## src/hdl/base64_stream_encoder_core_defines.svh

```systemverilog
// Assertion macros for the base64 stream encoder core
`ifndef BASE64_STREAM_ENCODER_CORE_DEFINES_SVH
`define BASE64_STREAM_ENCODER_CORE_DEFINES_SVH

`ifndef SYNTH
`define B64E_ASSERT(lbl, prop) \
  lbl: assert property (@(posedge clk) disable iff (!rst_n) (prop)) \
    else $error("b64e assertion failed");
`define B64E_ASSERT_IMPLY(lbl, ante, cons) \
  lbl: assert property (@(posedge clk) disable iff (!rst_n) (ante) |-> (cons)) \
    else $error("b64e assertion failed");
`else
`define B64E_ASSERT(lbl, prop)
`define B64E_ASSERT_IMPLY(lbl, ante, cons)
`endif

`endif

```

## src/hdl/b64e_pkg.sv

```systemverilog
// Shared types, constants and functions of the base64 stream encoder
`timescale 1ns / 1ps

package b64e_pkg;

  localparam logic [7:0] PadChar = 8'h3D;
  localparam int QDepth = 4;
  localparam int QPtrW = $clog2(QDepth);
  localparam int QCntW = $clog2(QDepth + 1);

  typedef struct packed {
    logic [7:0] byte_in;
    logic       last_in;
  } b64e_in_t;

  typedef struct packed {
    logic [7:0] out_char;
    logic       out_last;
  } b64e_out_t;

  // One accepted byte turned into 1..4 characters
  typedef struct packed {
    logic [3:0][7:0] chars;
    logic [1:0]      cnt_m1;
    logic            end_mark;
  } b64e_entry_t;

  typedef struct packed {
    logic full;
    logic empty;
  } b64e_qstat_t;

  typedef enum logic [1:0] {
    PH_FIRST  = 2'd0,
    PH_SECOND = 2'd1,
    PH_THIRD  = 2'd2
  } b64e_phase_t;

  function automatic logic [7:0] sextet_char(input logic [5:0] v);
    logic [7:0] r;
    if (v < 6'd26) begin
      r = 8'h41 + {2'b00, v};
    end else if (v < 6'd52) begin
      r = 8'h61 + {2'b00, v - 6'd26};
    end else if (v < 6'd62) begin
      r = 8'h30 + {2'b00, v - 6'd52};
    end else if (v == 6'd62) begin
      r = 8'h2B;
    end else begin
      r = 8'h2F;
    end
    return r;
  endfunction

endpackage

```

## src/hdl/b64e_front.sv

```systemverilog
// Front end: accepts bytes, tracks group phase and builds character entries
`timescale 1ns / 1ps

module b64e_front (
  input  logic                 clk,
  input  logic                 rst_n,
  input  logic                 in_valid,
  input  b64e_pkg::b64e_in_t   in_data,
  output logic                 in_stall,
  input  b64e_pkg::b64e_qstat_t q_stat,
  output logic                 q_wr,
  output b64e_pkg::b64e_entry_t q_wdata
);
  import b64e_pkg::*;

  b64e_phase_t phase_r, phase_nxt;
  logic [3:0]  carry_r, carry_nxt;
  logic [7:0]  b;
  logic        last;

  assign in_stall = q_stat.full;
  assign q_wr     = in_valid && !q_stat.full;
  assign b        = in_data.byte_in;
  assign last     = in_data.last_in;

  always_comb begin
    q_wdata   = '0;
    phase_nxt = phase_r;
    carry_nxt = carry_r;
    case (phase_r)
      PH_SECOND: begin
        q_wdata.chars[0] = sextet_char({carry_r[1:0], b[7:4]});
        if (last) begin
          q_wdata.chars[1] = sextet_char({b[3:0], 2'b00});
          q_wdata.chars[2] = PadChar;
          q_wdata.cnt_m1   = 2'd2;
          q_wdata.end_mark = 1'b1;
          phase_nxt        = PH_FIRST;
          carry_nxt        = 4'd0;
        end else begin
          q_wdata.cnt_m1 = 2'd0;
          phase_nxt      = PH_THIRD;
          carry_nxt      = b[3:0];
        end
      end
      PH_THIRD: begin
        q_wdata.chars[0] = sextet_char({carry_r, b[7:6]});
        q_wdata.chars[1] = sextet_char(b[5:0]);
        q_wdata.cnt_m1   = 2'd1;
        q_wdata.end_mark = last;
        phase_nxt        = PH_FIRST;
        carry_nxt        = 4'd0;
      end
      default: begin
        q_wdata.chars[0] = sextet_char(b[7:2]);
        if (last) begin
          q_wdata.chars[1] = sextet_char({b[1:0], 4'b0000});
          q_wdata.chars[2] = PadChar;
          q_wdata.chars[3] = PadChar;
          q_wdata.cnt_m1   = 2'd3;
          q_wdata.end_mark = 1'b1;
          phase_nxt        = PH_FIRST;
          carry_nxt        = 4'd0;
        end else begin
          q_wdata.cnt_m1 = 2'd0;
          phase_nxt      = PH_SECOND;
          carry_nxt      = {2'b00, b[1:0]};
        end
      end
    endcase
  end

  always_ff @(posedge clk) begin
    if (!rst_n) begin
      phase_r <= PH_FIRST;
      carry_r <= 4'd0;
    end else if (q_wr) begin
      phase_r <= phase_nxt;
      carry_r <= carry_nxt;
    end
  end

`include "base64_stream_encoder_core_defines.svh"

  `B64E_ASSERT_IMPLY(a_first_no_carry, phase_r == PH_FIRST, carry_r == 4'd0)

endmodule

```

## src/hdl/b64e_fifo.sv

```systemverilog
// Entry queue between front and back end
`timescale 1ns / 1ps

module b64e_fifo (
  input  logic                  clk,
  input  logic                  rst_n,
  input  logic                  wr,
  input  b64e_pkg::b64e_entry_t wdata,
  input  logic                  rd,
  output b64e_pkg::b64e_entry_t rdata,
  output b64e_pkg::b64e_qstat_t stat
);
  import b64e_pkg::*;

  b64e_entry_t      mem_r [QDepth];
  logic [QPtrW-1:0] wr_ptr_r, rd_ptr_r;
  logic [QCntW-1:0] cnt_r;

  assign stat.full  = (cnt_r == QCntW'(QDepth));
  assign stat.empty = (cnt_r == '0);
  assign rdata      = mem_r[rd_ptr_r];

  always_ff @(posedge clk) begin
    if (wr) begin
      mem_r[wr_ptr_r] <= wdata;
    end
  end

  always_ff @(posedge clk) begin
    if (!rst_n) begin
      wr_ptr_r <= '0;
      rd_ptr_r <= '0;
      cnt_r    <= '0;
    end else begin
      if (wr) begin
        wr_ptr_r <= wr_ptr_r + 1'b1;
      end
      if (rd) begin
        rd_ptr_r <= rd_ptr_r + 1'b1;
      end
      if (wr && !rd) begin
        cnt_r <= cnt_r + 1'b1;
      end else if (rd && !wr) begin
        cnt_r <= cnt_r - 1'b1;
      end
    end
  end

`include "base64_stream_encoder_core_defines.svh"

  `B64E_ASSERT_IMPLY(a_no_push_full, wr, !stat.full)
  `B64E_ASSERT_IMPLY(a_no_pop_empty, rd, !stat.empty)
  `B64E_ASSERT(a_cnt_ptr, cnt_r == QCntW'(QDepth) || QPtrW'(wr_ptr_r - rd_ptr_r) == QPtrW'(cnt_r))

endmodule

```

## src/hdl/b64e_back.sv

```systemverilog
// Back end: emits one character per cycle from queued entries while the output is not stalled
`timescale 1ns / 1ps

module b64e_back (
  input  logic                  clk,
  input  logic                  rst_n,
  input  b64e_pkg::b64e_qstat_t q_stat,
  input  b64e_pkg::b64e_entry_t q_rdata,
  output logic                  q_rd,
  output logic                  out_valid,
  output b64e_pkg::b64e_out_t   out_data,
  input  logic                  out_stall
);
  import b64e_pkg::*;

  logic        out_valid_r, out_valid_nxt;
  b64e_out_t   out_data_r, out_data_nxt;
  logic [1:0]  idx_r, idx_nxt;
  logic        load;
  logic        at_end;

  assign load      = !q_stat.empty && (!out_valid_r || !out_stall);
  assign at_end    = (idx_r == q_rdata.cnt_m1);
  assign q_rd      = load && at_end;
  assign out_valid = out_valid_r;
  assign out_data  = out_data_r;

  always_comb begin
    out_valid_nxt = out_valid_r;
    out_data_nxt  = out_data_r;
    idx_nxt       = idx_r;
    if (load) begin
      out_valid_nxt         = 1'b1;
      out_data_nxt.out_char = q_rdata.chars[idx_r];
      out_data_nxt.out_last = q_rdata.end_mark && at_end;
      idx_nxt               = at_end ? 2'd0 : idx_r + 2'd1;
    end else if (!out_stall) begin
      out_valid_nxt = 1'b0;
    end
  end

  always_ff @(posedge clk) begin
    if (!rst_n) begin
      out_valid_r <= 1'b0;
      idx_r       <= 2'd0;
    end else begin
      out_valid_r <= out_valid_nxt;
      idx_r       <= idx_nxt;
    end
  end

  always_ff @(posedge clk) begin
    out_data_r <= out_data_nxt;
  end

`include "base64_stream_encoder_core_defines.svh"

  `B64E_ASSERT_IMPLY(a_idx_in_entry, !q_stat.empty, idx_r <= q_rdata.cnt_m1)

endmodule

```

## src/hdl/base64_stream_encoder_core.sv

```systemverilog
// Top level of the streaming base64 encoder
//
//  channel | direction | payload                      | handshake
//  in      | input     | byte_in[7:0], last_in        | in_valid / in_stall
//  out     | output    | out_char[7:0], out_last      | out_valid / out_stall
//
// A byte is taken each cycle while the entry queue has room; it yields 1 to 4
// characters. The output register emits one character per cycle while out_stall
// is low, so the sustained byte rate is set by the character count.
// The first character passes through the entry queue and then the output register before it is valid.
// Synchronous active-low reset clears phase, queue and output valid.
// Output stall backs up the queue (4 entries) and then raises in_stall.
`timescale 1ns / 1ps

module base64_stream_encoder_core (
  input  logic                clk,
  input  logic                rst_n,
  input  logic                in_valid,
  input  b64e_pkg::b64e_in_t  in_data,
  output logic                in_stall,
  output logic                out_valid,
  output b64e_pkg::b64e_out_t out_data,
  input  logic                out_stall
);
  import b64e_pkg::*;

  b64e_qstat_t q_stat;
  b64e_entry_t q_wdata, q_rdata;
  logic        q_wr, q_rd;

  b64e_front u_front (
    .clk      (clk),
    .rst_n    (rst_n),
    .in_valid (in_valid),
    .in_data  (in_data),
    .in_stall (in_stall),
    .q_stat   (q_stat),
    .q_wr     (q_wr),
    .q_wdata  (q_wdata)
  );

  b64e_fifo u_fifo (
    .clk   (clk),
    .rst_n (rst_n),
    .wr    (q_wr),
    .wdata (q_wdata),
    .rd    (q_rd),
    .rdata (q_rdata),
    .stat  (q_stat)
  );

  b64e_back u_back (
    .clk       (clk),
    .rst_n     (rst_n),
    .q_stat    (q_stat),
    .q_rdata   (q_rdata),
    .q_rd      (q_rd),
    .out_valid (out_valid),
    .out_data  (out_data),
    .out_stall (out_stall)
  );

endmodule
```

## config.mk

```make
export PLATFORM = sky130hd
export DESIGN_NAME = base64_stream_encoder_core
export DESIGN_NICKNAME = d
export VERILOG_FILES = /design/src/hdl/b64e_pkg.sv /design/src/hdl/b64e_front.sv /design/src/hdl/b64e_fifo.sv /design/src/hdl/b64e_back.sv /design/src/hdl/base64_stream_encoder_core.sv
export VERILOG_INCLUDE_DIRS = /design/src /design/src/hdl
export SDC_FILE = /design/constraint.sdc
export NUM_CORES = 1
export LEC_CHECK = 0
export BUFFER_PORTS_ARGS = -buffer_cell sky130_fd_sc_hd__buf_2
export CORE_MARGIN = 5
export CORE_UTILIZATION = 37
export DETAILED_ROUTE_END_ITERATION = 6
export PLACE_DENSITY = 0.6
export SLEW_MARGIN = 20
export SYNTH_ARGS = -nofsm -noshare
export SYNTH_HDL_FRONTEND = slang
export SYNTH_SLANG_ARGS = --single-unit
```

## constraint.sdc

```tcl
create_clock -name clk -period 5.8 [get_ports clk]
set_clock_uncertainty 0.2 [all_clocks]
set_input_delay 0 -clock clk [delete_from_list [all_inputs] [get_ports clk]]
set_output_delay 0 -clock clk [all_outputs]
set_load 0.05 [all_outputs]
```

==> results of run 1 <==
## flip-flops by register name (all words and copies together), names as in the netlist, named ones only
signal            count
u_front.carry_r       4
u_fifo.mem_r         80
u_back.idx_r          2
u_front.phase_r       2
u_fifo.cnt_r          3
u_back.out_data       9
u_fifo.wr_ptr_r       2
u_fifo.rd_ptr_r       2
u_back.out_valid      1
## cell families after synthesis
group / synth area share, %
muxes: 9.125
DFF: 45.99
adders and majority gates: 9.410
buffers and inverters: 3.605
and+or+nand+nor: 11.31
xor gates and xnor gates: 7.399
AOI/OAI and AO/OA: 13.17
## cell usage in the layout (no fill, tap or decap), drive strengths merged, types with 9 or more instances in the layout
master	netlist	routed
nor2b	14	14
mux2i	14	14
inv	20	20
a21o	9	9
a21boi	9	9
a21oi	39	39
nand2b	9	9
nand2	48	48
a31oi	9	9
clkbuf	24	9
dfxtp	18	18
xnor2	31	31
mux4	20	20
dlygate4sd3	0	10
buf	12	24
nand3	15	15
nor2	24	24
o21ai	38	38
ha	48	48
xor2	23	23
edfxtp	89	89
and2	11	11
## per-stage QoR
stage	cell area [µm²]	power, W
6_report	7221	0.002563
5_1_grt	7221	0.002714
4_1_cts	7221	0.002592
3_5_place_dp	6837	0.002001
3_3_place_gp	6837	0.001985
2_1_floorplan	6595	0.001792
## worst max-delay path by stage
stage / start / end / slack, ps / depth (start not counted)
finish: flip-flop / u_fifo.cnt_r[2]$_SDFFE_PN0P_ / 2450 / 9
global route: flip-flop / u_fifo.cnt_r[2]$_SDFFE_PN0P_ / 2270 / 9
CTS: flip-flop / u_fifo.cnt_r[2]$_SDFFE_PN0P_ / 2400 / 9
detailed placement: flip-flop / u_fifo.cnt_r[2]$_SDFFE_PN0P_ / 2430 / 9
global placement: flip-flop / u_fifo.cnt_r[2]$_SDFFE_PN0P_ / 2520 / 9
floorplan: u_fifo.cnt_r[0]$_SDFFE_PN0P_ / u_fifo.cnt_r[2]$_SDFFE_PN0P_ / 2280 / 11
## cell usage after synthesis (all sizes together) (15+ instances only)
| library cell | number | area share, % |
|---|---|---|
| nor2 | 24 | 1.4 |
| mux4 | 20 | 6.8 |
| dfxtp | 18 | 5.5 |
| inv | 20 | 1.1 |
| o21ai | 38 | 2.9 |
| clkbuf | 24 | 1.4 |
| xnor2 | 31 | 4.3 |
| edfxtp | 89 | 41 |
| a21oi | 39 | 3.0 |
| xor2 | 23 | 3.1 |
| ha | 48 | 9.1 |
| nand2 | 48 | 2.7 |
| nand3 | 15 | 1.1 |
## layer usage
layer	GRT usage, %	part of all wire, %
met3	1.897	2.9
met2	25.13	49
met4	4.559	1.9
met5	0	0
met1	19.62	46
## power groups by stage
stage / logic [W] / clock network, W / registers (W)
floorplan: 0.000590 / 0 / 0.00120
global placement: 0.000858 / 0 / 0.00113
detailed placement: 0.000867 / 0 / 0.00113
CTS: 0.000881 / 0.000593 / 0.00112
global route: 0.000954 / 0.000628 / 0.00113
finish: 0.000869 / 0.000580 / 0.00111
## worst min-delay path, delay by kind of cell
family | cells | cell delay (ps)
buffers and inverters | 2 | 450
AND/OR/NAND/NOR | 2 | 170
AO/OA/AOI/OAI | 1 | 130
## cell type report
| class | instances | area share [%] |
|---|---|---|
| tap | 225 | 3.899 |
| inverter | 20 | 1.040 |
| clock buffer | 9 | 3.119 |
| multi-input combinational | 425 | 46.04 |
| sequential | 107 | 42.00 |
| clock inverter | 7 | 0.8144 |
| timing repair buffer | 34 | 3.084 |
==> flow_metrics.env, run 1 <==
export IMPL_timing_rr_end="u_fifo.cnt_r[2]$_SDFFE_PN0P_"
export IMPL_synth_seq_cells=107
export IMPL_place_ws_ps=2426
export IMPL_power_frac_comb_pct=33.9
export IMPL_dp_cells=801
export IMPL_slew_headroom_pct=29.85
export IMPL_track_usage_pct=14.73
export IMPL_start_kind="flip-flop"
export IMPL_ys_async_sr_fraction_pct=0
export IMPL_n_antenna_cell=0
export IMPL_clockBufferDepth=2
export IMPL_ir_worst_vdd_uv=287.2
export IMPL_num_vias=4525
export IMPL_multi_input_area_mm2=0.003324
export IMPL_post_cts_resize_count=0
export IMPL_dp_hpwl_mm=10.57
export IMPL_cts_hold_buf=10
export IMPL_worst_slack_ps=2451
export IMPL_row_count=48
export IMPL_hp_class="in2reg"
export IMPL_min_to="u_front.carry_r[2]$_SDFFE_PN0P_"
export IMPL_grt_pass1_wl_mm=24.00
export IMPL_detail_route_first_pass_iterations=5
export IMPL_cts_tree="built"
export IMPL_root_buffer="clkbuf_16"
export IMPL_clkTransAtPathRegs_ps=70
export IMPL_critical_path_class="reg2reg"
export IMPL_wl_per_cell_um=17.83
export IMPL_drc=0
export IMPL_crit_slowest_cell="dfxtp_1"
export IMPL_antenna_found_initial=0
export IMPL_path_delay_family="flip-flops"
export IMPL_synth_edf_count=89
export IMPL_fillerInstances=1697
export IMPL_ant_nets=0
export IMPL_p_leak_nw=2.620
export IMPL_status="finished clean"
export IMPL_syn_nets=650
export IMPL_drtIter0Drc=393
export IMPL_whs_ps=261.8
export IMPL_top_level_ports=24
export IMPL_fin_tns_setup_ps=0
export IMPL_vias_per_cell=5.472
export IMPL_cp_num_buf_inv=1
export IMPL_die_h_um=143.5
export IMPL_min_period_ps=3349
export IMPL_synth_cell_types=58
export IMPL_core_mm2=0.01742
export IMPL_crit_arrival_ps=3410
export IMPL_synth_area_mm2=0.006595
export IMPL_port_buffers=23
export IMPL_rsz0062_at_grt="no"
export IMPL_cp_required_ps=5860
export IMPL_seq_area_mm2=0.003033
export IMPL_avgSynthCellArea_um2=11.22
export IMPL_ys_warn_count=0
export IMPL_ctsHtreeMaxLevel=3
export IMPL_powerDensity_mw_per_mm2=354.9
export IMPL_stdcell_count=827
export IMPL_clock_fmax_ghz=0.2986
export IMPL_overflow=0
export IMPL_die_w_um=143.5
export IMPL_routed_wl_mm=14.75
export IMPL_yosysSeqAreaShare_pct=45.99
export IMPL_ys_flop_type="edfxtp_1"
export IMPL_cts_sinks=107
export IMPL_layout_nets=659
export IMPL_postCtsSetupBuffers=0
export IMPL_hold_start="in_data[3]"
export IMPL_crit_path_cell_trace="mux4_2 -> xnor2_1 -> nand3_1 -> ha_1 -> inv_1 -> fa_1 -> xor2_1 -> or3_1 -> a21boi_0"
export IMPL_p_sw_w=0.0008731
export IMPL_p_int_w=0.001690
export IMPL_hold_path_cell_count=5
export IMPL_rrSetupSlack_ps=2450
export IMPL_ff2ff_path_depth=9
export IMPL_setup_viol=0
export IMPL_cts_inserted_buffers=9
export IMPL_insertion_delay_ps=330
export IMPL_initial_utilization_pct=37.87
export IMPL_layout_drive_gt1_share_pct=10.63
export IMPL_die_area_mm2=0.02060
export IMPL_clkPwrFrac_pct=22.6
export IMPL_grt_start_max_net_pins=27
export IMPL_p_seq_share_pct=43.4
export IMPL_cap_violations=0
export IMPL_max_stage_delay_ps=990
export IMPL_finalWeightedCongestion=0.8964
export IMPL_end_kind="flip-flop"
export IMPL_tightest_slew_ps=1052
export IMPL_utilization_pct=41.46
export IMPL_grt_pass1_vias=4641
export IMPL_finalCritPeriodShare_pct=57.74
export IMPL_synth_cells=588
export IMPL_finalHoldViolCount=0
export IMPL_switching_share_pct=34.07
export IMPL_worstPathMaxFanout=20
export IMPL_final_max_slew_viol_count=0
export IMPL_syn_to_final_growth_pct=9.486
Power figures use the tool's default switching activity.
==> run 2, diff against run 1 <==
PLACE_DENSITY = 0.62   (was 0.6)
clock period = 3 ns   (was 5.8 ns; I/O delays follow)
==> run 2 against run 1 <==
Die area did not move. Via count increased by 2.7%. Combinational power is 110% higher. Power increased by 99%. Critical path depth is the same. Clock-buffer cell count up 1. Largest power group unchanged. Clock power rose by 110%. Sequential power rose by 86%. Global-route usage up 0.43 points. Wire length up 4.2%.
==> flow_metrics.env, run 2 (synthesis gave the netlist of run 1 again) <==
export IMPL_status="finished clean"
export IMPL_p_total_w=0.005107
export IMPL_worstPathMaxFanout=4
export IMPL_worst_slack_ps=189.8
export IMPL_ctsHtreeMaxLevel=3
export IMPL_slew_headroom_pct=27.69
export IMPL_cp_required_ps=3050
export IMPL_cts_inserted_buffers=9
export IMPL_hp_class="in2reg"
export IMPL_clockBufferDepth=2
export IMPL_clkTransAtPathRegs_ps=70
export IMPL_start_kind="flip-flop"
export IMPL_grt_start_max_net_pins=25
export IMPL_powerDensity_mw_per_mm2=691.9
export IMPL_largest_register="u_fifo.mem_r"
export IMPL_final_common_cell="edfxtp_1"
export IMPL_antenna_found_initial=0
export IMPL_initial_utilization_pct=37.87
export IMPL_end_kind="flip-flop"
export IMPL_row_count=48
export IMPL_ant_nets=0
export IMPL_max_stage_delay_ps=530
export IMPL_track_usage_pct=15.16
export IMPL_ir_worst_vdd_uv=421.8
export IMPL_detail_route_first_pass_iterations=5
export IMPL_cap_violations=0
export IMPL_finalCritPeriodShare_pct=93.67
export IMPL_dp_hpwl_mm=11.13
export IMPL_fin_tns_setup_ps=0
export IMPL_overflow=0
export IMPL_vias_per_cell=5.504
export IMPL_clock_fmax_ghz=0.3559
export IMPL_insertion_delay_ps=330
export IMPL_drtIter0Drc=470
export IMPL_layout_drive_gt1_share_pct=13.89
export IMPL_grt_pass1_vias=4629
export IMPL_wl_per_cell_um=18.20
export IMPL_final_max_slew_viol_count=0
export IMPL_cts_sinks=107
export IMPL_utilization_pct=42.38
export IMPL_crit_path_cell_trace="mux4_2 -> xnor2_1 -> nand3_1 -> ha_1 -> inv_1 -> fa_1 -> xor2_1 -> or3_1 -> a21boi_0"
export IMPL_syn_to_final_growth_pct=11.91
export IMPL_finalHoldViolCount=0
export IMPL_fillerInstances=1654
export IMPL_core_mm2=0.01742
export IMPL_drc=0
export IMPL_path_delay_family="adder cells"
export IMPL_p_leak_nw=2.718
export IMPL_n_antenna_cell=0
export IMPL_cts_tree="built"
export IMPL_tightest_slew_ps=1085
export IMPL_die_w_um=143.5
export IMPL_finalWeightedCongestion=0.8887
export IMPL_min_period_ps=2810
export IMPL_layout_nets=677
export IMPL_place_ws_ps=119.3
export IMPL_crit_slowest_cell="mux4_2"
export IMPL_crit_arrival_ps=2860
export IMPL_layout_common_cells="edfxtp_1 (89), nand2_1 (48), ha_1 (48)"
export IMPL_root_buffer="clkbuf_16"
export IMPL_num_vias=4645
export IMPL_whs_ps=31.26
export IMPL_setup_viol=0
export IMPL_critical_path_class="reg2reg"
export IMPL_routed_wl_mm=15.36
export IMPL_rsz0062_at_grt="no"
export IMPL_cp_num_buf_inv=1
export IMPL_largest_reg_flops=80
export IMPL_die_area_mm2=0.02060
export IMPL_grt_pass1_wl_mm=24.35
export IMPL_port_buffers=23
export IMPL_top_level_ports=24
export IMPL_die_h_um=143.5
run 2: cell count changes in the layout (fill, tap and decap cells not counted), sizes merged:
cell and change:
clkinvlp +1, clkinv -4, clkbuf +1, bufinv +1, buf +20, dlygate4sd3 -2
run 2: path summary, 6_finish.rpt:
kind	startpoint	end	slack [ps]	depth (start not counted)
min reg2reg	u_front.phase_r[0]$_SDFFE_PN0P_	u_front.phase_r[0]$_SDFFE_PN0P_	350	2
min	in_data[4]	u_front.carry_r[3]$_SDFFE_PN0P_	30	4
max reg2reg	flip-flop	u_fifo.cnt_r[2]$_SDFFE_PN0P_	190	9
max	flip-flop	u_fifo.cnt_r[2]$_SDFFE_PN0P_	190	9
run 2: what timing repair did:
item	in CTS	in global routing
hold buffers	8	0
setup endpoints to repair	0	1
resized for setup	0	1
endpoints found under the hold margin	22	0
buffers inserted	0	0
run 2: final cells by class:
class / instances / area, µm² / share of cell area, %
multi-input combinational: 425 / 3329 / 45.11
clock buffer: 10 / 229.0 / 3.102
timing repair buffer: 52 / 352.8 / 4.780
tap: 225 / 281.5 / 3.814
clock inverter: 5 / 78.83 / 1.068
inverter: 20 / 75.07 / 1.017
sequential: 107 / 3034 / 41.11
run 2: tightest hold or removal path: stages:
cell and delay, ps:
buf_2 120, buf_4 190, nand4_1 100, a21boi_0 90
run 2: power by group:
group / switching [W] / internal [W] / total, W
clock network: 0.000485 / 0.000724 / 0.00121
logic: 0.00112 / 0.000707 / 0.00183
registers: 0.0000999 / 0.00197 / 0.00207
run 2: routing by layer:
metal	GRT usage [%]	up-vias	wire length [µm]
met5	0	-	0
met4	4.410	0	271
met3	1.697	27	634
met2	25.94	140	7446
met1	20.40	2270	7010
li1	-	2208	-
run 2: metrics by stage:
stage / area (µm²) / cells
after global placement: 6992 / 821
after floorplan: 6600 / 588
final: 7381 / 844
after detailed placement: 6992 / 821
after CTS: 7380 / 844
after global routing: 7381 / 844
